**config.mk**
```make
export PLATFORM = sky130hd
export DESIGN_NAME = avgp_out
export DESIGN_NICKNAME = d
export VERILOG_FILES = /design/src/design/avgp_pkg.sv /design/src/design/avgp_out.sv
export SDC_FILE = /design/constraint.sdc
export NUM_CORES = 1
export LEC_CHECK = 0
export BUFFER_PORTS_ARGS = -buffer_cell sky130_fd_sc_hd__buf_4
export CORE_UTILIZATION = 26
export CTS_CLUSTER_SIZE = 40
export DETAILED_ROUTE_END_ITERATION = 10
export HOLD_SLACK_MARGIN = 0.15
export PLACE_DENSITY = 0.56
export SLEW_MARGIN = 30
export SYNTH_ARGS = -nofsm -noshare
export SYNTH_HDL_FRONTEND = slang
export SYNTH_SLANG_ARGS = --single-unit
```
**constraint.sdc**
```tcl
create_clock -name clk -period 6.25 [get_ports clk]
set_input_delay 1.25 -clock clk [delete_from_list [all_inputs] [get_ports clk]]
set_output_delay 1.25 -clock clk [all_outputs]
set_load 0.02 [all_outputs]
```
**src/design/avgp_pkg.sv**
```systemverilog
`timescale 1ns / 1ps
// avgp_pkg: shared constants, register codes and types of the 2x2 average pool
// no dependencies

package avgp_pkg;

  // default sizing, handed to the top level parameters
  localparam int DEF_MAX_WIDTH   = 1024;
  localparam int DEF_SAMPLE_BITS = 16;

  // configuration register widths
  localparam int ROW_LEN_W    = 11;
  localparam int PLANE_ROWS_W = 13;
  localparam int OUT_COLS_W   = 10;
  localparam int OUT_ROWS_W   = 12;
  localparam int PAD_W        = 2;

  // configuration port
  localparam int CFG_IDX_W  = 3;
  localparam int CFG_DATA_W = 13;

  localparam logic [CFG_IDX_W-1:0] REG_ROW_LEN    = 3'd0;
  localparam logic [CFG_IDX_W-1:0] REG_PLANE_ROWS = 3'd1;
  localparam logic [CFG_IDX_W-1:0] REG_OUT_COLS   = 3'd2;
  localparam logic [CFG_IDX_W-1:0] REG_OUT_ROWS   = 3'd3;
  localparam logic [CFG_IDX_W-1:0] REG_PAD_ROWS   = 3'd4;
  localparam logic [CFG_IDX_W-1:0] REG_PAD_COLS   = 3'd5;

  localparam logic [PAD_W-1:0] PAD_MAX = 2'd2;

  // control of the item sitting between the line store read and the output register
  typedef struct packed {
    logic valid;      // item present
    logic emit;       // item completes a window
    logic use_upper;  // window takes the stored upper pair sum
    logic done;       // last window of the plane
  } avgp_op_t;

endpackage

```
**src/design/avgp_out.sv**
```systemverilog
`timescale 1ns / 1ps
// avgp_out: adds the stored upper pair sum, floor divides by four, output register
// depends on avgp_pkg

module avgp_out
  import avgp_pkg::*;
#(
  parameter int SAMPLE_BITS = DEF_SAMPLE_BITS,
  localparam int PW = SAMPLE_BITS + 1
) (
  input  logic                   clk,
  input  logic                   rst_n,
  input  avgp_op_t               op,
  input  logic [PW-1:0]          pair,
  input  logic [PW-1:0]          upper_rd,
  input  logic                   out_ready,
  output logic                   out_valid,
  output logic [SAMPLE_BITS-1:0] out_avg,
  output logic                   out_done,
  output logic                   op_free
);

  logic                   out_valid_r, out_valid_nxt;
  logic [SAMPLE_BITS-1:0] avg_r;
  logic                   done_r;
  logic [PW-1:0]          upper;
  logic [PW:0]            sum;
  logic                   load;

  assign upper   = op.use_upper ? upper_rd : '0;
  assign sum     = {upper[PW-1], upper} + {pair[PW-1], pair};
  assign op_free = !op.valid || !op.emit || !out_valid_r || out_ready;
  assign load    = op.valid && op.emit && op_free;

  always_comb begin
    if (load) begin
      out_valid_nxt = 1'b1;
    end else if (out_ready) begin
      out_valid_nxt = 1'b0;
    end else begin
      out_valid_nxt = out_valid_r;
    end
  end

  always_ff @(posedge clk) begin
    if (!rst_n) begin
      out_valid_r <= 1'b0;
    end else begin
      out_valid_r <= out_valid_nxt;
    end
    if (load) begin
      // dropping the two low bits is floor division for two's complement
      avg_r  <= sum[PW:2];
      done_r <= op.done;
    end
  end

  assign out_valid = out_valid_r;
  assign out_avg   = avg_r;
  assign out_done  = done_r;

  a_load_shows: assert property (@(posedge clk) disable iff (!rst_n)
    load |=> out_valid_r)
    else $error("window result not presented");

  a_drain: assert property (@(posedge clk) disable iff (!rst_n)
    (out_valid_r && out_ready && !(op.valid && op.emit)) |=> !out_valid_r)
    else $error("taken result presented again");

  a_hold_stable: assert property (@(posedge clk) disable iff (!rst_n)
    (out_valid_r && !out_ready) |=> (out_valid_r && $stable(avg_r) && $stable(done_r)))
    else $error("waiting result changed before it was taken");

endmodule
```
# Yosys cells after proc, flatten, opt, wreduce, memory -nomap -nowiden
# Index checks and enable logic that the tools add are counted.
[word_totals]
reg_bits = 18
latch_bits = 0
mem_bits_rw = 0
romBits = 0
inputBits = 41
output_inout_bits = 19
wordCells = 16
memories = 0
[op_classes]
addsub = 1
mul = 0
div_mod_pow = 0
n_lt_le_gt_ge = 0
eq_ne = 0
shifts = 0
n_mux = 3
bitwise_logic = 0
n_reduce_logical = 9
[op_table]
columns = ["cell", "count"]
rows = [
  ["adder 17 x 17 -> 18 bit", 1],
  ["2-to-1 mux 17 bit", 1],
  ["zero test 1 bit", 3],
  ["logical OR 1 bit", 3],
  ["logical AND 1 bit", 2],
  ["2-to-1 mux 1 bit", 2],
  ["nonzero test 2 bit", 1],
]

# Depth between registers and ports, before layout
[depth]
ltp_word = 6
mapped_depth = 9
mapped_depth_nobuf = 7

# Worst setup path after synthesis
# No wires, ideal clock.
[synth_timing]
path_kind = "input port to flip-flop"
startpoint = "input upper_rd[1]"
endpoint = "register avg_r[7] (netlist: out_avg[7]) (data pin)"
arrival_ns = 2.990
required_ns = 5.989
slack_ns = 2.998
cell_stages = 8
path_buffers = 1
path_cell_list = "and2_1 > ha_1 > or3_1 > o221a_4 > and3_4 > buf_6 > or3_4 > xor2_1"
[synth_between]
elab_chain_cells = 2
[synth_rtl]
columns = ["element", "line_no", "rtl"]
rows = [
  ["start: declaration", "avgp_out.sv:15", "input logic [PW-1:0] upper_rd,"],
  ["2-to-1 mux 17 bit", "avgp_out.sv:30", "assign upper = op.use_upper ? upper_rd : '0;"],
  ["adder 17 x 17 -> 18 bit", "avgp_out.sv:31", "assign sum = {upper[PW-1], upper} + {pair[PW-1], pair};"],
  ["net sum[9]", "avgp_out.sv:27", "logic [PW:0] sum;"],
  ["end signal: assignment", "avgp_out.sv:53", "avg_r <= sum[PW:2];"],
  ["end: declaration", "avgp_out.sv:24", "logic [SAMPLE_BITS-1:0] avg_r;"],
]
# The timed path passes the listed nets, and every way through them passes these cells.
# A chain may end at the register's enable or synchronous reset.

# Worst setup path in the final report
[layout_timing]
startpoint = "input op[1] (netlist bit)"
endpoint = "register avg_r[8] (netlist: out_avg[8]) (data pin)"
[layout_between]
elab_chain_cells = 2
[layout_rtl]
columns = ["element", "line_no", "rtl"]
rows = [
  ["start: declaration", "avgp_out.sv:13", "input avgp_op_t op,"],
  ["2-to-1 mux 17 bit", "avgp_out.sv:30", ""],
  ["adder 17 x 17 -> 18 bit", "avgp_out.sv:31", ""],
  ["net sum[10]", "avgp_out.sv:27", ""],
]
# The timed path passes the listed nets, and every way through them passes these cells.

==> impl_metrics.tcl <==
set metrics [dict create \
    path_buf_inv 1 \
    cp_cell_sequence "buf_4 > and2_1 > ha_1 > or3_1 > o221a_4 > and3_4 > or3_4 > o311ai_1" \
    path_class "primary input to flip-flop" \
    setup-violations-final 0 \
    final_common_cell "buf_4" \
    fmaxAchievable_mhz 319.6 \
    worstHoldPathType "flip-flop to flip-flop" \
    pre_cts_slack_ns 2.844 \
    synthFlopType "edfxtp_1" \
    core_area_um2 5574 \
    overflow 0 \
    p_per_area_nw_per_um2 176.7 \
    postLayoutCoreUtil_pct 37.49 \
    crit_family "simple AND/OR/NAND/NOR gates" \
    clk_pin_slew_ns 0.06 \
    hold_viol 0 \
    first_global_vias 1347 \
    tightest_slew_ns 0.4000 \
    syn2layout_area_growth_pct 37.79 \
    yosys.area_share.simple_pct 25.41 \
    syn_area_um2 1516 \
    die_height_um 78.37 \
    arrival_ns 3.20 \
    drt_iter0_drc 56 \
    numCtsBuffers 3 \
    setup_tns_ns 0 \
    period_share_pct 50.07 \
    synth_mux_area_share_pct 1.485 \
    grt_pass1_wl_um 5913 \
    ant_nets 0 \
    maxCapViolCount 0 \
    wl_um 3362 \
    synth_cells 156 \
    cp_max_fo 17 \
    diodes 0 \
    synth-seq-cells 18 \
    clock-root-buffer "clkbuf_8" \
    synth_top_family_by_area "simple AND/OR/NAND/NOR gates" \
    synth-seq-area-share_pct 34.98 \
    via_count 1333 \
    dr.pass1.iters 4 \
    die_w_um 78.37 \
    synth_compound_area_share_pct 18.89 \
    synthAdderAreaFrac_pct 13.20 \
    cp_data_required_time_ns 6.32 \
    htree_levels 1 \
    drive_gt1_share_pct 32.87 \
    postLayoutCellArea_um2 2090 \
    yosysUniqueCellTypes 43 \
    start_util_pct 27.21 \
    power.total_mw 0.3691 \
    final.fill_count 592 \
    antenna_found_initial 0 \
    yosysWarnings 0 \
    dpl.hpwl_um 2841 \
    port_buffers 59 \
    place_area_um2 2034 \
    synth_edf_count 17 \
    rows 27 \
    dp_cells 284 \
    clockBufferDepth 2 \
    vdd.ir_drop.worst_mv 0.05800 \
    cts_resized 0 \
    drc_errors 0 \
    async_flop_share_pct 0 \
    drv_slew 0 \
    via_per_inst 4.628 \
    max_stage_delay_ns 0.39 \
    cts_sinks 18 \
    synthXorXnorAreaFrac_pct 4.043 \
    final.setup_skew_ns 0.0007982 \
    syn-num-nets 213 \
    dieArea_um2 6142 \
    mostFrequentLayoutCells "60 x buf_4, 17 x and2_1, 17 x edfxtp_1" \
    track_usage_pct 12.15 \
    rsz0062_at_grt "false" \
    finalNetCount 274 \
    wire_per_inst_um 11.67 \
    grt_max_degree 18 \
    worst_slack_ns 3.121 \
    syn_avg_cell_area_um2 9.721 \
    max_slew_margin_pct 73.11 \
    cts_setup_buffers 0 \
    io_pins 60 \
    fin_crit_ns 3.129 \
    layoutNonFillerInstCount 288 \
    fin_hold_ws_ns 0.6621 \
    cts_tree "built" \
    place_congestion 0.7677 \
    worstSetupEndpointType "flip-flop" \
    ctsHoldBuffers 0 \
    cp-start-kind "primary input" \
    clock_latency_ns 0.25 \
    crit_path_top_delay_cell "or3_1" \
    status "completed" \
    p_leak_nw 0.9315 \
]
-- layout make-up --
class | count | area [um^2] | share of cell area [%]
Multi-Input combinational cell | 132 | 955.9 | 45.75
Timing Repair Buffer | 60 | 450.4 | 21.56
Tap cell | 72 | 90.09 | 4.311
Inverter | 2 | 7.507 | 0.3593
Clock buffer | 4 | 55.05 | 2.635
Sequential cell | 18 | 530.5 | 25.39
-- cell families after synthesis --
| logic type | after synthesis |
|---|---|
| AO/OA/AOI/OAI | 39 |
| XOR/XNOR | 7 |
| adder cells (fa/ha/maj) | 16 |
| buffers and inverters | 6 |
| flip-flops | 18 |
| multiplexers | 2 |
| AND/OR/NAND/NOR | 68 |
-- flip-flops by register name, indices dropped and copies added (netlist names) --
register and flops:
out_avg 16, out_done 1, out_valid 1
-- worst min-delay path, stage by stage (launching register included) --
cell and delay [ns]:
dfxtp_1 0.31, nor2b_1 0.15, a21oi_1 0.11, nor2b_1 0.05
-- final timing paths --
path | cells past startpoint | from | slack, ns | to
max | 8 | op[1] | 3.12 | out_avg[8]
min | 3 | out_valid | 0.66 | out_valid
max reg2reg | 3 | out_valid | 5.13 | out_avg[1]
min reg2reg | 3 | out_valid | 0.66 | out_valid
-- metal layers --
layer / global-route usage (%) / up-vias / routed length [um]
li1: - / 712 / -
met1: 17.23 / 571 / 1669
met2: 18.07 / 43 / 1417
met3: 1.628 / 7 / 193
met4: 5.741 / 0 / 80
met5: 0 / - / 0
-- cells in the mapped netlist, drive strengths merged, types with 2 or more instances --
master	n	area, um^2
a211oi	3	22.52
nor2	10	37.54
mux2	2	22.52
o21ai	4	20.02
inv	2	7.510
o31ai	2	15.01
clkbuf	3	11.26
o211ai	3	22.52
and2	17	106.4
or3	4	30.03
o311ai	2	17.52
nor3	3	15.01
xnor2	3	26.28
edfxtp	17	510.5
nor2b	4	25.02
o2111ai	2	17.52
nand2	10	37.54
xor2	4	35.03
nand2b	6	37.54
a21oi	10	50.05
a21boi	2	15.01
nand3	4	20.02
nor3b	2	15.01
o21a	3	22.52
ha	16	200.2
and3	4	30.03
-- where the power goes --
part,switching (mW),internal [mW]
registers,0.00219,0.146
clock network,0.0371,0.0559
logic,0.0644,0.0637
total,0.104,0.265
Power figures use the tool's default switching activity.
