## src/design/avgp_pkg.sv

```systemverilog
`timescale 1ns / 1ps
// avgp_pkg: shared constants, register codes and types of the 2x2 average pool
// no dependencies

package avgp_pkg;

  // default sizing, handed to the top level parameters
  localparam int DEF_MAX_WIDTH   = 1024;
  localparam int DEF_SAMPLE_BITS = 16;

  // configuration register widths
  localparam int ROW_LEN_W    = 11;
  localparam int PLANE_ROWS_W = 13;
  localparam int OUT_COLS_W   = 10;
  localparam int OUT_ROWS_W   = 12;
  localparam int PAD_W        = 2;

  // configuration port
  localparam int CFG_IDX_W  = 3;
  localparam int CFG_DATA_W = 13;

  localparam logic [CFG_IDX_W-1:0] REG_ROW_LEN    = 3'd0;
  localparam logic [CFG_IDX_W-1:0] REG_PLANE_ROWS = 3'd1;
  localparam logic [CFG_IDX_W-1:0] REG_OUT_COLS   = 3'd2;
  localparam logic [CFG_IDX_W-1:0] REG_OUT_ROWS   = 3'd3;
  localparam logic [CFG_IDX_W-1:0] REG_PAD_ROWS   = 3'd4;
  localparam logic [CFG_IDX_W-1:0] REG_PAD_COLS   = 3'd5;

  localparam logic [PAD_W-1:0] PAD_MAX = 2'd2;

  // control of the item sitting between the line store read and the output register
  typedef struct packed {
    logic valid;      // item present
    logic emit;       // item completes a window
    logic use_upper;  // window takes the stored upper pair sum
    logic done;       // last window of the plane
  } avgp_op_t;

endpackage

```

## src/design/avgp_ctrl.sv

```systemverilog
`timescale 1ns / 1ps
// avgp_ctrl: configuration registers, raster position, pair sums and line store access
// depends on avgp_pkg

module avgp_ctrl
  import avgp_pkg::*;
#(
  parameter int MAX_WIDTH   = DEF_MAX_WIDTH,
  parameter int SAMPLE_BITS = DEF_SAMPLE_BITS,
  localparam int PW    = SAMPLE_BITS + 1,
  localparam int DEPTH = MAX_WIDTH / 2 + 1,
  localparam int AW    = (DEPTH > 1) ? $clog2(DEPTH) : 1
) (
  input  logic                   clk,
  input  logic                   rst_n,
  input  logic                   cfg_wr,
  input  logic [CFG_IDX_W-1:0]   cfg_idx,
  input  logic [CFG_DATA_W-1:0]  cfg_wdata,
  input  logic                   in_accept,
  input  logic [SAMPLE_BITS-1:0] in_sample,
  input  logic                   op_free,
  output logic                   ram_en,
  output logic                   ram_we,
  output logic [AW-1:0]          ram_addr,
  output logic [PW-1:0]          ram_wdata,
  output avgp_op_t               op_r,
  output logic [PW-1:0]          pair_r
);

  localparam int CW = (MAX_WIDTH > 2) ? $clog2(MAX_WIDTH) : 1;
  localparam int MW = $clog2(MAX_WIDTH + 1);
  localparam int WW = (MW > ROW_LEN_W) ? MW : ROW_LEN_W;
  localparam int HW = PLANE_ROWS_W;

  logic [ROW_LEN_W-1:0]    row_len_r;
  logic [PLANE_ROWS_W-1:0] plane_rows_r;
  logic [OUT_COLS_W-1:0]   out_cols_r;
  logic [OUT_ROWS_W-1:0]   out_rows_r;
  logic [PAD_W-1:0]        pad_rows_r;
  logic [PAD_W-1:0]        pad_cols_r;

  logic [CW-1:0] col_r, col_nxt;
  logic [HW-1:0] row_r, row_nxt;
  logic [PW-1:0] pp_nxt;
  avgp_op_t      op_nxt;

  logic [WW-1:0]   w_eff, ow_half, ow_eff, w_ext;
  logic [WW:0]     w_pad_sum;
  logic [HW-1:0]   h_eff, oh_half, oh_eff, h_idx;
  logic [HW:0]     h_pad_sum, rp;
  logic [PAD_W-1:0] pc_eff, pr_eff;
  logic [CW-1:0]   c_cur, w_idx;
  logic [CW:0]     cp;
  logic [HW-1:0]   r_cur;
  logic            col_last, row_last, win_event, wr_upper, use_upper;
  logic [PW-1:0]   s_ext;

  always_comb begin
    // effective sizes after clamping
    if (row_len_r == '0) begin
      w_eff = WW'(1);
    end else if (WW'(row_len_r) > WW'(MAX_WIDTH)) begin
      w_eff = WW'(MAX_WIDTH);
    end else begin
      w_eff = WW'(row_len_r);
    end
    h_eff  = (plane_rows_r == '0) ? HW'(1) : plane_rows_r;
    pc_eff = (pad_cols_r > PAD_MAX) ? PAD_MAX : pad_cols_r;
    pr_eff = (pad_rows_r > PAD_MAX) ? PAD_MAX : pad_rows_r;

    w_pad_sum = {1'b0, w_eff} + (WW+1)'(pc_eff);
    ow_half   = w_pad_sum[WW:1];
    ow_eff    = (WW'(out_cols_r) < ow_half) ? WW'(out_cols_r) : ow_half;
    h_pad_sum = {1'b0, h_eff} + (HW+1)'(pr_eff);
    oh_half   = h_pad_sum[HW:1];
    oh_eff    = (HW'(out_rows_r) < oh_half) ? HW'(out_rows_r) : oh_half;

    // position of this sample, padded coordinates
    c_cur    = (WW'(col_r) >= w_eff) ? '0 : col_r;
    r_cur    = (row_r >= h_eff) ? '0 : row_r;
    cp       = {1'b0, c_cur} + (CW+1)'(pc_eff[1]);
    w_idx    = cp[CW:1];
    w_ext    = WW'(w_idx);
    rp       = {1'b0, r_cur} + (HW+1)'(pr_eff[1]);
    h_idx    = rp[HW:1];
    col_last = (WW'(c_cur) == w_eff - WW'(1));
    row_last = (r_cur == h_eff - HW'(1));

    // running horizontal pair sum
    s_ext = {in_sample[SAMPLE_BITS-1], in_sample};
    if (!cp[0] || c_cur == '0) begin
      pp_nxt = s_ext;
    end else begin
      pp_nxt = pair_r + s_ext;
    end

    win_event = (cp[0] || col_last) && (w_ext < ow_eff) && (h_idx < oh_eff);
    wr_upper  = win_event && !rp[0] && !row_last;
    use_upper = rp[0] && (r_cur != '0);

    op_nxt.valid     = in_accept;
    op_nxt.emit      = win_event && !wr_upper;
    op_nxt.use_upper = use_upper;
    op_nxt.done      = (w_ext == ow_eff - WW'(1)) && (h_idx == oh_eff - HW'(1));

    // raster advance
    if (col_last) begin
      col_nxt = '0;
      row_nxt = row_last ? '0 : r_cur + HW'(1);
    end else begin
      col_nxt = c_cur + CW'(1);
      row_nxt = r_cur;
    end
  end

  // upper row writes its pair sum, lower row reads it back
  assign ram_we    = in_accept && wr_upper;
  assign ram_en    = in_accept && (wr_upper || (op_nxt.emit && use_upper));
  assign ram_addr  = AW'(w_idx);
  assign ram_wdata = pp_nxt;

  always_ff @(posedge clk) begin
    if (!rst_n) begin
      row_len_r    <= ROW_LEN_W'(1);
      plane_rows_r <= PLANE_ROWS_W'(1);
      out_cols_r   <= OUT_COLS_W'(1);
      out_rows_r   <= OUT_ROWS_W'(1);
      pad_rows_r   <= '0;
      pad_cols_r   <= '0;
      col_r        <= '0;
      row_r        <= '0;
      pair_r       <= '0;
      op_r         <= '0;
    end else begin
      if (cfg_wr && cfg_idx <= REG_PAD_COLS) begin
        case (cfg_idx)
          REG_ROW_LEN:    row_len_r    <= cfg_wdata[ROW_LEN_W-1:0];
          REG_PLANE_ROWS: plane_rows_r <= cfg_wdata[PLANE_ROWS_W-1:0];
          REG_OUT_COLS:   out_cols_r   <= cfg_wdata[OUT_COLS_W-1:0];
          REG_OUT_ROWS:   out_rows_r   <= cfg_wdata[OUT_ROWS_W-1:0];
          REG_PAD_ROWS:   pad_rows_r   <= cfg_wdata[PAD_W-1:0];
          REG_PAD_COLS:   pad_cols_r   <= cfg_wdata[PAD_W-1:0];
          default: ;
        endcase
        // any register write restarts the plane
        col_r  <= '0;
        row_r  <= '0;
        pair_r <= '0;
      end else if (in_accept) begin
        col_r  <= col_nxt;
        row_r  <= row_nxt;
        pair_r <= pp_nxt;
      end
      if (op_free) begin
        op_r <= op_nxt;
      end
    end
  end

  a_wr_no_read: assert property (@(posedge clk) disable iff (!rst_n)
    ram_we |-> !op_nxt.emit)
    else $error("line store written by an item that completes a window");

  a_read_reaches_op: assert property (@(posedge clk) disable iff (!rst_n)
    (ram_en && !ram_we) |=> (op_r.valid && op_r.emit && op_r.use_upper))
    else $error("line store read without a matching item in the output stage");

  a_store_only_on_accept: assert property (@(posedge clk) disable iff (!rst_n)
    ram_en |-> op_free)
    else $error("line store accessed while the output stage is stalled");

endmodule

```

## config.mk

```make
export PLATFORM = sky130hd
export DESIGN_NAME = avgp_ctrl
export DESIGN_NICKNAME = d
export VERILOG_FILES = /design/src/design/avgp_pkg.sv /design/src/design/avgp_ctrl.sv
export SDC_FILE = /design/constraint.sdc
export NUM_CORES = 1
export LEC_CHECK = 0
export BUFFER_PORTS_ARGS = -buffer_cell sky130_fd_sc_hd__buf_4
export CAP_MARGIN = 25
export CORE_AREA = 10 10 136 138
export CTS_CLUSTER_SIZE = 40
export DETAILED_ROUTE_END_ITERATION = 8
export DIE_AREA = 0 0 146 148
export PLACE_DENSITY = 0.85
export SYNTH_ARGS = -nofsm -noshare
export SYNTH_HDL_FRONTEND = slang
export SYNTH_SLANG_ARGS = --single-unit
```

## constraint.sdc

```tcl
create_clock -name clk -period 15.5 [get_ports clk]
set_input_delay 0.775 -clock clk [delete_from_list [all_inputs] [get_ports clk]]
set_output_delay 0.775 -clock clk [all_outputs]
set_load 0.03 [all_outputs]
```

== After elaboration in Yosys (flattened, before gate mapping) ==
Index checks and enable logic that the tools add are counted.
Widths: inputs -> output; s select.

* Input port bits: 37
* Output and inout bits: 50
* Logic and storage cells: 87
* Bits in registers: 94

* Reduce and logical (&&, ||, !) cells: 30
* $lt $le $gt $ge: 10
* Equality and inequality tests: 9
* Mux-type cells: 13
* Add/sub/neg operators: 11
* Bitwise gates (word level): 1

{| class="wikitable"
|+ Operators by type and width
! kind !! number
|-
| $mux 13 || 5
|-
| $mux 11 || 3
|-
| $eq 13x13->1 || 2
|-
| $sub 13x1->13 const B || 2
|-
| $eq 10x11->1 || 2
|-
| $lt 10x11->1 || 2
|-
| $sub 11x1->11 const B || 2
|-
| $mux 10 || 2
|-
| $add 17x17->17 || 1
|-
| $mux 17 || 1
|-
| $add 13x1->14 || 1
|-
| $add 13x2->14 || 1
|-
| $add 13x1->13 const B || 1
|-
| $ge 13x13->1 || 1
|-
| $logic_not 13->1 || 1
|-
| $lt 12x13->1 || 1
|-
| $lt 13x13->1 || 1
|-
| $reduce_bool 13->1 || 1
|-
| $add 11x2->12 || 1
|-
| $reduce_and 2->1 || 6
|-
| $add 10x1->11 || 1
|-
| $ge 10x11->1 || 1
|-
| $gt 11x11->1 const B || 1
|-
| $logic_and 1x1->1 || 11
|-
| 14 further kinds || 23
|}

== Depth between registers and ports, before layout ==
Gate-level depths: netlist of run 1.

* Depth after elaboration: 16
* Depth in mapped cells: 30
* Depth with buffers taken out: 28

== Worst setup path before layout of run 1 ==
OpenSTA, ideal clock, no wires.

* Path kind: reg2out
* From: reg row_len_r[4]
* To: out ram_we
* Stages on the path, launching flop included: 25
* Path slack: 7.776 ns
* Path buffers: 1
* Required time: 14.725 ns
* Data arrival time: 6.949 ns
* Cells stage by stage: dfxtp_1 buf_2 nor3_1 a31oi_1 or2_2 inv_1 ha_1 nand2b_1 a31oi_1 o21ai_1 a21oi_1 nand2_1 inv_1 ha_1 ha_1 nand3_1 nor2_1 nand2_1 a2111oi_0 ha_1 o21ai_0 o211ai_1 a41oi_1 o21ai_1 nor4_1

* Longest elaborated chain between the ends: 12

{| class="wikitable"
|+ Ends and longest elaborated chain
! item !! line !! RTL
|-
| start, declared || avgp_ctrl.sv:35 || <nowiki>logic [ROW_LEN_W-1:0] row_len_r;</nowiki>
|-
| start signal, assigned || avgp_ctrl.sv:137 || <nowiki>REG_ROW_LEN: row_len_r <= cfg_wdata[ROW_LEN_W-1:0];</nowiki>
|-
| $gt 11x11->1 || avgp_ctrl.sv:62 || <nowiki>end else if (WW'(row_len_r) > WW'(MAX_WIDTH)) begin</nowiki>
|-
| $mux 11 || avgp_ctrl.sv:62 ||
|-
| $mux 11 (*) || avgp_ctrl.sv:60 || <nowiki>if (row_len_r == '0) begin</nowiki>
|-
| $ge 10x11->1 (*) || avgp_ctrl.sv:79 || <nowiki>c_cur = (WW'(col_r) >= w_eff) ? '0 : col_r;</nowiki>
|-
| $mux 10 (*) || avgp_ctrl.sv:79 ||
|-
| $add 10x1->11 (*) || avgp_ctrl.sv:81 || <nowiki>cp = {1'b0, c_cur} + (CW+1)'(pc_eff[1]);</nowiki>
|-
| via ram_addr[9] || avgp_ctrl.sv:24 || <nowiki>output logic [AW-1:0] ram_addr,</nowiki>
|-
| $lt 10x11->1 (*) || avgp_ctrl.sv:97 || <nowiki>win_event = (cp[0] || col_last) && (w_ext < ow_eff) && (h_idx < oh_eff);</nowiki>
|-
| $logic_and 1x1->1 (*) (2 in series) || avgp_ctrl.sv:97 ||
|-
| $logic_and 1x1->1 (*) (2 in series) || avgp_ctrl.sv:98 || <nowiki>wr_upper = win_event && !rp[0] && !row_last;</nowiki>
|-
| $logic_and 1x1->1 (*) || avgp_ctrl.sv:117 || <nowiki>assign ram_we = in_accept && wr_upper;</nowiki>
|-
| end, declared || avgp_ctrl.sv:23 || <nowiki>output logic ram_we,</nowiki>
|}

The timed path passes the listed nets; every way through them passes the cells marked *.

== Worst setup path after layout of run 1 ==
* From: reg plane_rows_r[2]
* To: out ram_we

* Longest elaborated chain between the ends: 10

{| class="wikitable"
|+ Ends and longest elaborated chain
! item !! line !! RTL
|-
| start, declared || avgp_ctrl.sv:36 || <nowiki>logic [PLANE_ROWS_W-1:0] plane_rows_r;</nowiki>
|-
| start signal, assigned || avgp_ctrl.sv:138 || <nowiki>REG_PLANE_ROWS: plane_rows_r <= cfg_wdata[PLANE_ROWS_W-1:0];</nowiki>
|-
| $logic_not 13->1 || avgp_ctrl.sv:67 || <nowiki>h_eff = (plane_rows_r == '0) ? HW'(1) : plane_rows_r;</nowiki>
|-
| $mux 13 (*) || avgp_ctrl.sv:67 ||
|-
| $ge 13x13->1 / $add 13x2->14 (equally long branches) || avgp_ctrl.sv:80, avgp_ctrl.sv:74 ||
|-
| $mux 13 / $lt 12x13->1 (equally long branches) || avgp_ctrl.sv:80, avgp_ctrl.sv:76 ||
|-
| $add 13x1->14 / $mux 13 (equally long branches) || avgp_ctrl.sv:84, avgp_ctrl.sv:76 ||
|-
| $lt 13x13->1 || avgp_ctrl.sv:97 ||
|-
| $logic_and 1x1->1 || avgp_ctrl.sv:97 ||
|-
| $logic_and 1x1->1 || avgp_ctrl.sv:98 ||
|-
| $logic_and 1x1->1 (*) || avgp_ctrl.sv:98 ||
|-
| $logic_and 1x1->1 (*) || avgp_ctrl.sv:117 ||
|}

Every way passes the cells marked *; elsewhere a longest branch is shown, timed or not.

==> metrics.cfg, run 1 <==
[drt]
num_vias = 10600
finalWirelength_um = 31500
route.detailed.drc = 0
dr.max_layer_used = met4
drt_iter0_markers = 1253
wl_met1_um = 13500
wire_per_inst_um = 19.3
routed-wl-met3_um = 3370
wl_met2_um = 13800
ant_nets = 0
vias_per_cell = 6.53
first_pass_iters = 6

[setup_path]
required_ps = 14730
end_kind = output port
path_class = reg2out
start_kind = flop
path_max_fanout = 15
arrival_ps = 7490

[pwr]
pwr-share-comb = 0.379
pwr-share-seq = 0.320
p_sw_frac = 0.381
peakVddDrop_uv = 58.5
p_int_uw = 498
power_leakage_uw = 0.00444
p_clk_frac = 0.301
powerDensity_nw_per_um2 = 72.8
power.switching_uw = 307

[synth]
async_flop_share = 0
ys_types = 83
synth_edf_count = 0
netlist.area_leader.share = 0.187
synth.net_count = 1510
ys_warn_count = 0
synth_area_um2 = 10100
syn_avg_cell_area_um2 = 7.31
synth.area.top_cells = dfxtp_1, ha_1, nand2_1, xnor2_1, nor2_1
synth_top_flop_cell = dfxtp_1
synth_seq_cells = 94
yosysSeqAreaShare = 0.187
synth_top_cell_by_area = dfxtp_1
syn_inst = 1378

[placement]
dpl_cell_area_um2 = 10700
gp_congestion = 1.03
post-place-ws_ps = 7890
dpl.hpwl_um = 24000
portBuffers = 86

[clock_tree]
cts_resized = 0
cts_root_buf = clkbuf_16
clk-insertion-delay-late_ps = 360
cts_sinks = 94
postCtsSetupRepairBufs = 0
cts_hold_buf = 0
htreeDepth = 3
cts_tree = done
cts_buffer_depth = 2
cts_buffers = 9
clk_pin_slew_ps = 80

[global_routing]
grt-ovfl-total = 0
grt_pass1_wl_um = 50300
grt_pass1_vias = 9731
grt_max_degree = 60
grt.total_usage = 0.277
antenna_found_initial = 0

[layout]
drive_gt1_frac = 0.0964
finalInstanceArea_um2 = 11100
final_common_cell = nand2_1
areaGrowthSynthToFinish_pct = 9.67
layout_common_cells = nand2_1, nor2_1, dfxtp_1
diodes = 0
nNetsFinal = 1538

[floorplanning]
row_count = 46
start_util = 0.642
die_area_um2 = 21600
die_h_um = 148
core_area_um2 = 15700
fp.dieW_um = 146
pin_count = 87

[timing]
tightest_slew_ps = 1060
slew_headroom = 0.293
setup_tns_ps = 0
layout_setup_ws_ps = 7240
rsz0062_at_grt = no
hold_ws_ps = 492
fin_crit_sh = 0.533
fmax_mhz = 121
drv_slew = 0
final_hold_viol_count = 0
finClkSkew_ps = 11.5
fin_crit_ps = 8260
setup_viol = 0

[run]
maxCapViolCount = 0

[status]
status = completed

[hold_path]
hp-class = reg2reg

==> flip-flops by register name (all words and copies together) (netlist names) <==
name / flops
pad_rows_r: 2
row_len_r: 11
row_r: 13
plane_rows_r: 13
out_cols_r: 10
op_r: 4
col_r: 10
out_rows_r: 12
pad_cols_r: 2
pair_r: 17
==> per-stage QoR <==
stage	utilization	total power, µW	std cells
finish	0.704	805	1627
global route	0.704	842	1627
CTS	0.704	799	1627
detailed placement	0.684	559	1611
global placement	0.683	556	1610
floorplan	-	478	1378
==> cells in the mapped netlist, drive strengths merged (9+ instances only) <==
library cell and n:
inv 64, nand2 184, ha 92, dfxtp 94
buf 11, or3 15, o31ai 9, nand3b 9
o21a 9, a31oi 11, and3 20, a21boi 46
nand3 43, o211ai 10, a21oi 64, or2 9
clkbuf 65, o21ai 72, and2 18, nor4 22
a21o 11, nand2b 17, nor2 112, xnor2 65
nor3 45, nand4 28, nor2b 19, mux2i 30
a211oi 28, xor2 23
==> critical path: stages (launching register included) <==
cell and delay (ps):
dfxtp_1 420, nor4_2 570, a41oi_1 310, inv_1 260, nand2_1 100, fa_1 450
or3_1 350, xnor2_1 460, ha_1 300, nor2_1 50, o21ai_0 100, o2111ai_1 190
a21boi_1 490, nand2_1 410, a21oi_1 340, ha_1 270, nor2b_1 120, o21ai_0 140
nand2b_1 80, a21oi_1 130, o21ai_0 110, a21o_1 190, a21oi_1 160, o21ai_0 130
a41oi_1 260, o21ai_1 220, nor4_1 280, buf_4 230
==> power groups by stage <==
stage / clock network, µW / registers (µW) / logic (µW)
finish: 242 / 258 / 305
detailed placement: 0 / 263 / 296
global route: 252 / 259 / 331
floorplan: 0 / 264 / 214
CTS: 243 / 257 / 299
global placement: 0 / 263 / 293
==> cells by family after synthesis <==
logic type	synth area share
AOI/OAI and AO/OA	0.235
and+or+nand+nor	0.285
adders and majority gates	0.120
buffers and inverters	0.0550
muxes	0.0376
xor gates and xnor gates	0.0809
DFF	0.187
other	0.000372
==> cell type report <==
cell class,instances,area [µm²]
Multi-Input combinational cell,1143,7650
Fill cell,1328,4660
Sequential cell,94,1880
Timing Repair Buffer,93,696
Tap cell,216,270
Inverter,65,244
Clock buffer,10,239
Clock inverter,6,73.8
==> routing by layer <==
| layer | GRT usage | up-vias |
|---|---|---|
| li1 | - | 5061 |
| met1 | 0.367 | 4876 |
| met5 | 0 | - |
| met4 | 0.0791 | 0 |
| met2 | 0.445 | 601 |
| met3 | 0.0583 | 80 |
==> final timing paths <==
path | from | endpoint | slack (ps) | depth (start not counted)
worst max-delay path | plane_rows_r[2] | ram_we | 7240 | 27
worst min-delay path | op_r[2] | op_r[2] | 490 | 2
worst max register to register | plane_rows_r[2] | op_r[0] | 8490 | 25
worst min register to register | op_r[2] | op_r[2] | 490 | 2
Power figures use the tool's default switching activity.
==> run 2: changes to the inputs <==
--- a/config.mk
+++ b/config.mk
@@ -7,11 +7,11 @@
 export LEC_CHECK = 0
 export BUFFER_PORTS_ARGS = -buffer_cell sky130_fd_sc_hd__buf_4
 export CAP_MARGIN = 25
-export CORE_AREA = 10 10 136 138
+export CORE_AREA = 10 10 146 148
 export CTS_CLUSTER_SIZE = 40
 export DETAILED_ROUTE_END_ITERATION = 8
-export DIE_AREA = 0 0 146 148
-export PLACE_DENSITY = 0.85
+export DIE_AREA = 0 0 156 158
+export PLACE_DENSITY = 0.77
 export SYNTH_ARGS = -nofsm -noshare
 export SYNTH_HDL_FRONTEND = slang
 export SYNTH_SLANG_ARGS = --single-unit
==> constraint.sdc (replaced) <==
create_clock -name clk -period 7.1 [get_ports clk]
set_input_delay 0.355 -clock clk [delete_from_list [all_inputs] [get_ports clk]]
set_output_delay 0.355 -clock clk [all_outputs]
set_load 0.03 [all_outputs]
==> run 2 against run 1 <==
  * Wire length rose by 4.0%
  * Clock-buffer cell count did not move
  * Non-clock buffer count rose by 20
  * Sequential share of layout area fell by 0.37 points
  * Sequential power rose by 120%
  * Die area rose by 14%
  * Clock power rose by 110%
  * Total power rose by 120%
  * Register-to-register slack got worse by 7600 ps
  * Via count fell by 0.28%
  * Critical path type unchanged
==> metrics.cfg, run 2 (synthesis results as in run 1) <==
[timing]
final_hold_viol_count = 0  ; unchanged
setup_viol = 0  ; unchanged
hold_ws_ps = 287  ; -205 ps
slew_headroom = 0.336  ; +0.0436
finClkSkew_ps = 12.9  ; +1.47 ps
tightest_slew_ps = 993  ; -62.1 ps
fin_crit_sh = 0.935
fin_crit_ps = 6640
drv_slew = 0  ; unchanged
setup_tns_ps = 0  ; unchanged
fmax_mhz = 151

[drt]
num_vias = 10600  ; -0.28%
drt_iter0_markers = 1116  ; -11%
finalWirelength_um = 32700  ; +4.0%
ant_nets = 0  ; unchanged
vias_per_cell = 6.36  ; -2.6%
route.detailed.drc = 0  ; unchanged
first_pass_iters = 6  ; unchanged
wire_per_inst_um = 19.7  ; +1.6%

[clock_tree]
cts_hold_buf = 0  ; unchanged
cts_buffer_depth = 2  ; unchanged
cts_sinks = 94  ; unchanged
cts_tree = done
clk_pin_slew_ps = 80  ; about the same
htreeDepth = 3  ; unchanged
cts_buffers = 9  ; unchanged
cts_root_buf = clkbuf_16
clk-insertion-delay-late_ps = 360  ; about the same

[setup_path]
path_class = reg2out
crit_path_cell_trace = nor4_2 -> buf_4 -> a41oi_1 -> inv_1 -> nand2_1 -> fa_2 -> nor4_2 -> xnor2_1 -> ha_1 -> and4_1 -> o2111ai_1 -> a21boi_2 -> nand2_2 -> buf_4 -> o21ai_0 -> inv_1 -> ha_1 -> a21o_1 -> a211oi_1 -> o211ai_1 -> a41oi_1 -> o21ai_2 -> nor3_2 -> buf_4
required_ps = 6740  ; -7990 ps
critPathMaxStageDelay_ps = 460  ; -110 ps
path_max_fanout = 10  ; -5
start_kind = flop
critPathSlowestCell = o21ai_0
end_kind = output port
path_common_cell = buf_4
arrival_ps = 6280  ; -1210 ps

[layout]
largest_register = pair_r
nNetsFinal = 1558  ; +1.3%
diodes = 0  ; unchanged
largest_reg_flops = 17  ; unchanged
fill_cells = 1710  ; +29%
final_common_cell = nand2_1
drive_gt1_frac = 0.119  ; +0.0231
fin_cells = 1665  ; +2.3%
layout_common_cells = nand2_1, buf_4, nor2_1
areaGrowthSynthToFinish_pct = 12.1
reg_top3 = pair_r x17, plane_rows_r x13, row_r x13
finalInstanceArea_um2 = 11300  ; +2.2%

[pwr]
power_leakage_uw = 0.00456  ; +2.8%
powerDensity_nw_per_um2 = 155  ; +110%
peakVddDrop_uv = 120  ; +110%

[hold_path]
hp-class = in2reg

[placement]
dpl.hpwl_um = 25400  ; +5.9%
gp_congestion = 0.978  ; -5.1%
dpl_cell_area_um2 = 10900  ; +1.4%
dp_cells = 1646  ; +2.2%
portBuffers = 86  ; unchanged

[floorplanning]
fp.dieW_um = 156  ; +6.8%
core_area_um2 = 18500  ; +17%
die_area_um2 = 24600  ; +14%
row_count = 50  ; +8.7%
pin_count = 87  ; unchanged
start_util = 0.546  ; -0.0953
die_h_um = 158  ; +6.8%

[global_routing]
antenna_found_initial = 0  ; unchanged
grt-ovfl-total = 0  ; unchanged
grt.total_usage = 0.259  ; -0.0178
grt_pass1_vias = 9898  ; +1.7%
grt_max_degree = 60  ; unchanged
grt_pass1_wl_um = 52400  ; +4.2%

[run]
maxCapViolCount = 0  ; unchanged

[status]
status = completed

[run 2: cell count changes in the layout (fill, tap and decap cells not counted), sizes merged]
cell,delta
buf,+20
clkinvlp,+1
bufinv,-1
[run 2: report_power, final]
group / switching [µW] / internal, µW / leakage [µW]
clock network: 245 / 257 / 0.000145
logic: 420 / 271 / 0.00365
registers: 19.7 / 541 / 0.000762
[run 2: through the flow]
step,util,total power (µW),setup slack [ps]
after global placement,0.590,1230,671
final,0.612,1750,464
after global routing,0.612,1840,-18.0
after CTS,0.606,1730,81.1
after detailed placement,0.590,1230,507
after floorplan,-,1040,229
[run 2: worst max-delay path: cells and delay by family, from the launching register on]
family | cells | cell delay (ps)
compound gates | 9 | 2170
simple gates | 6 | 1330
fa+ha+maj | 3 | 1050
buf+inv | 5 | 820
flops | 1 | 420
xor+xnor | 1 | 130
[run 2: final timing paths]
kind	start	end	slack (ps)	cells past startpoint
max	plane_rows_r[2]	ram_en	460	24
min	cfg_wdata[11]	plane_rows_r[11]	290	3
max reg2reg	row_len_r[7]	op_r[0]	900	26
min reg2reg	op_r[2]	op_r[2]	510	2
[run 2: layout make-up]
cell class	count	area [µm²]	share of cell area
Multi-Input combinational cell	1143	7740	0.685
Sequential cell	94	1880	0.167
Inverter	65	244	0.0216
Clock inverter	6	58.8	0.00520
Timing Repair Buffer	113	846	0.0748
Clock buffer	10	239	0.0211
Tap cell	234	293	0.0259
[run 2: routing by layer]
layer | part of all wire | routed length [µm] | vias to the layer above | track usage
met5 | 0 | 0 | - | 0
met4 | 0.024 | 785 | 0 | 0.0746
met3 | 0.10 | 3290 | 62 | 0.0543
met2 | 0.44 | 14300 | 481 | 0.412
met1 | 0.44 | 14300 | 4937 | 0.346
li1 | - | - | 5108 | -
[run 2: repair_timing]
item	CTS	global route
endpoints found under the setup margin	0	2
hold endpoints to repair	0	0
resized for setup	0	19
buffers inserted	0	2
==> run 3: changes to the inputs <==
--- a/config.mk
+++ b/config.mk
@@ -7,11 +7,13 @@
 export LEC_CHECK = 0
 export BUFFER_PORTS_ARGS = -buffer_cell sky130_fd_sc_hd__buf_4
 export CAP_MARGIN = 25
-export CORE_AREA = 10 10 146 148
+export CELL_PAD_IN_SITES_DETAIL_PLACEMENT = 0
+export CELL_PAD_IN_SITES_GLOBAL_PLACEMENT = 1
+export CORE_AREA = 10 10 168 170
 export CTS_CLUSTER_SIZE = 40
 export DETAILED_ROUTE_END_ITERATION = 8
-export DIE_AREA = 0 0 156 158
-export PLACE_DENSITY = 0.77
+export DIE_AREA = 0 0 178 180
+export PLACE_DENSITY_LB_ADDON = 0.1
 export SYNTH_ARGS = -nofsm -noshare
 export SYNTH_HDL_FRONTEND = slang
 export SYNTH_SLANG_ARGS = --single-unit
==> run 3 against run 2 <==
  * Via count fell by 1.6%
  * Clock power up 8.0%
  * Worst hold slack better by 2.2 ps
  * Maximum frequency is 0.73% higher
  * Total power rose by 2.7%
  * Critical path depth up 3
  * Die area up 30%
  * Global-route usage is 4.4 points lower
  * Combinational power is 1% higher
  * Cell count up 6.6%
  * Highest routed layer unchanged
==> metrics.cfg, run 3 (synthesis results as in run 1) <==
[global_routing]
grt-ovfl-total = 0  ; unchanged
grt_pass1_vias = 9884  ; -0.14%
grt.total_usage = 0.216  ; -0.0435
antenna_found_initial = 0  ; unchanged
grt_max_degree = 60  ; unchanged
grt_pass1_wl_um = 55900  ; +6.8%

[layout]
layout_common_cells = nand2_1, buf_4, nor2_1
areaGrowthSynthToFinish_pct = 14.8
reg_top3 = pair_r x17, plane_rows_r x13, row_r x13
largest_reg_flops = 17  ; unchanged
diodes = 0  ; unchanged
final_common_cell = nand2_1
register_area_um2 = 1880  ; about the same
multiInputGateArea_um2 = 7740  ; unchanged
largest_register = pair_r
nNetsFinal = 1572  ; +0.90%
drive_gt1_frac = 0.129  ; +0.00991
fill_cells = 2553  ; +49%

[run]
maxCapViolCount = 0  ; unchanged

[timing]
layout_setup_ws_ps = 512  ; +47.8 ps
fin_crit_sh = 0.928  ; -0.00674
tightest_slew_ps = 824  ; -169 ps
fmax_mhz = 152  ; +0.73%
final_hold_viol_count = 0  ; unchanged
setup_viol = 0  ; unchanged
drv_slew = 0  ; unchanged
finClkSkew_ps = 16.5  ; +3.55 ps
slew_headroom = 0.448  ; +0.112
fin_crit_ps = 6590  ; -47.8 ps

[drt]
vias_per_cell = 5.87  ; -7.7%
route.detailed.drc = 0  ; unchanged
first_pass_iters = 5  ; -1
ant_nets = 0  ; unchanged
drt_iter0_markers = 1004  ; -10%
finalWirelength_um = 35500  ; +8.5%
wire_per_inst_um = 20.0  ; +1.8%
num_vias = 10400  ; -1.6%

[clock_tree]
cts_buffers = 9  ; unchanged
clk-insertion-delay-late_ps = 360  ; about the same
cts_sinks = 94  ; unchanged
cts_root_buf = clkbuf_16
htreeDepth = 3  ; unchanged
clk_pin_slew_ps = 80  ; about the same
cts_tree = done
cts_buffer_depth = 2  ; unchanged

[placement]
portBuffers = 86  ; unchanged
post-place-ws_ps = 456  ; -50.3 ps
gp_congestion = 0.910  ; -7.0%
dpl.hpwl_um = 27600  ; +8.7%

[floorplanning]
die_h_um = 180  ; +14%
start_util = 0.405  ; -0.141
row_count = 58  ; +16%
core_area_um2 = 24900  ; +35%
fp.dieW_um = 178  ; +14%
pin_count = 87  ; unchanged
die_area_um2 = 32000  ; +30%

[setup_path]
r2r-start = row_len_r[9]
path_class = reg2out
end_kind = output port
start_kind = flop
path_max_fanout = 7  ; -3
required_ps = 6740  ; about the same
crit_start = row_len_r[9]
arrival_ps = 6230  ; -50 ps

[pwr]
peakVddDrop_uv = 115  ; -4.5%
powerDensity_nw_per_um2 = 156  ; +0.37%
power_leakage_uw = 0.00464  ; +1.8%
total_power_uw = 1800  ; +2.7%

[hold_path]
holdCritStartpoint = cfg_wdata[11]
hp-class = in2reg

[status]
status = completed

run 3: cell types whose count changed in the layout (fill, tap and decap cells not counted), moves of 2 or more:
cell / change
buf_4: +14
xnor2_1: +2
xnor2_2: -2
o21ai_2: +2
run 3: cell type report:
| type | count | area share |
|---|---|---|
| Tap cell | 330 | 0.0357 |
| Clock inverter | 6 | 0.00671 |
| Clock buffer | 10 | 0.0207 |
| Multi-Input combinational cell | 1143 | 0.669 |
| Timing Repair Buffer | 127 | 0.0841 |
| Inverter | 65 | 0.0211 |
| Sequential cell | 94 | 0.163 |
run 3: repair_timing:
action	4_1_cts	5_1_grt
setup buffers	0	1
hold buffers	0	0
setup endpoints to repair	0	3
gates resized for setup	0	22
hold endpoints to repair	0	0
run 3: worst max-delay path, cell delays in order, from the launching register on:
cell and delay, ps:
dfxtp_1 420, nor3_4 290, a31oi_1 110, or2_2 320
inv_1 140, ha_1 240, nand2b_1 150, a31oi_2 280
o21ai_2 180, a21oi_2 270, nand2_1 120, inv_1 120
ha_1 190, ha_1 200, nand3_1 140, or3_1 410
xor2_1 170, or2_2 300, inv_1 130, ha_1 270
a21oi_1 150, nor2b_1 60, o21ai_1 170, o211ai_1 140
a41oi_1 280, o21ai_2 180, nor4_1 220, buf_4 220
run 3: through the flow:
| step | utilization | std cells | hold slack (ps) | TNS [ps] | instance area [µm²] |
|---|---|---|---|---|---|
| floorplan | - | 1378 | 461 | 0 | 10100 |
| global placement | 0.447 | 1756 | 478 | 0 | 11100 |
| detailed placement | 0.447 | 1757 | 485 | 0 | 11100 |
| CTS | 0.460 | 1773 | 275 | 0 | 11400 |
| global route | 0.465 | 1775 | 283 | -12.9 | 11600 |
| finish | 0.465 | 1775 | 289 | 0 | 11600 |
run 3: final timing paths:
path / to / slack (ps) / depth (start not counted)
max: ram_we / 510 / 27
min: out_rows_r[11] / 290 / 3
max reg2reg: op_r[0] / 780 / 28
min reg2reg: op_r[2] / 490 / 2
run 3: where the power goes:
group	internal, µW	switching, µW	total [µW]
registers	541	18.4	559
clock network	291	252	542
logic	273	428	700
total	1100	698	1800
run 3: routing by layer:
metal	routed length [µm]	up-vias	track usage	part of all wire
li1	-	5132	-	-
met1	17000	4901	0.303	0.48
met2	15300	344	0.327	0.43
met3	2640	38	0.0490	0.074
met4	525	0	0.0494	0.015
met5	0	-	0	0
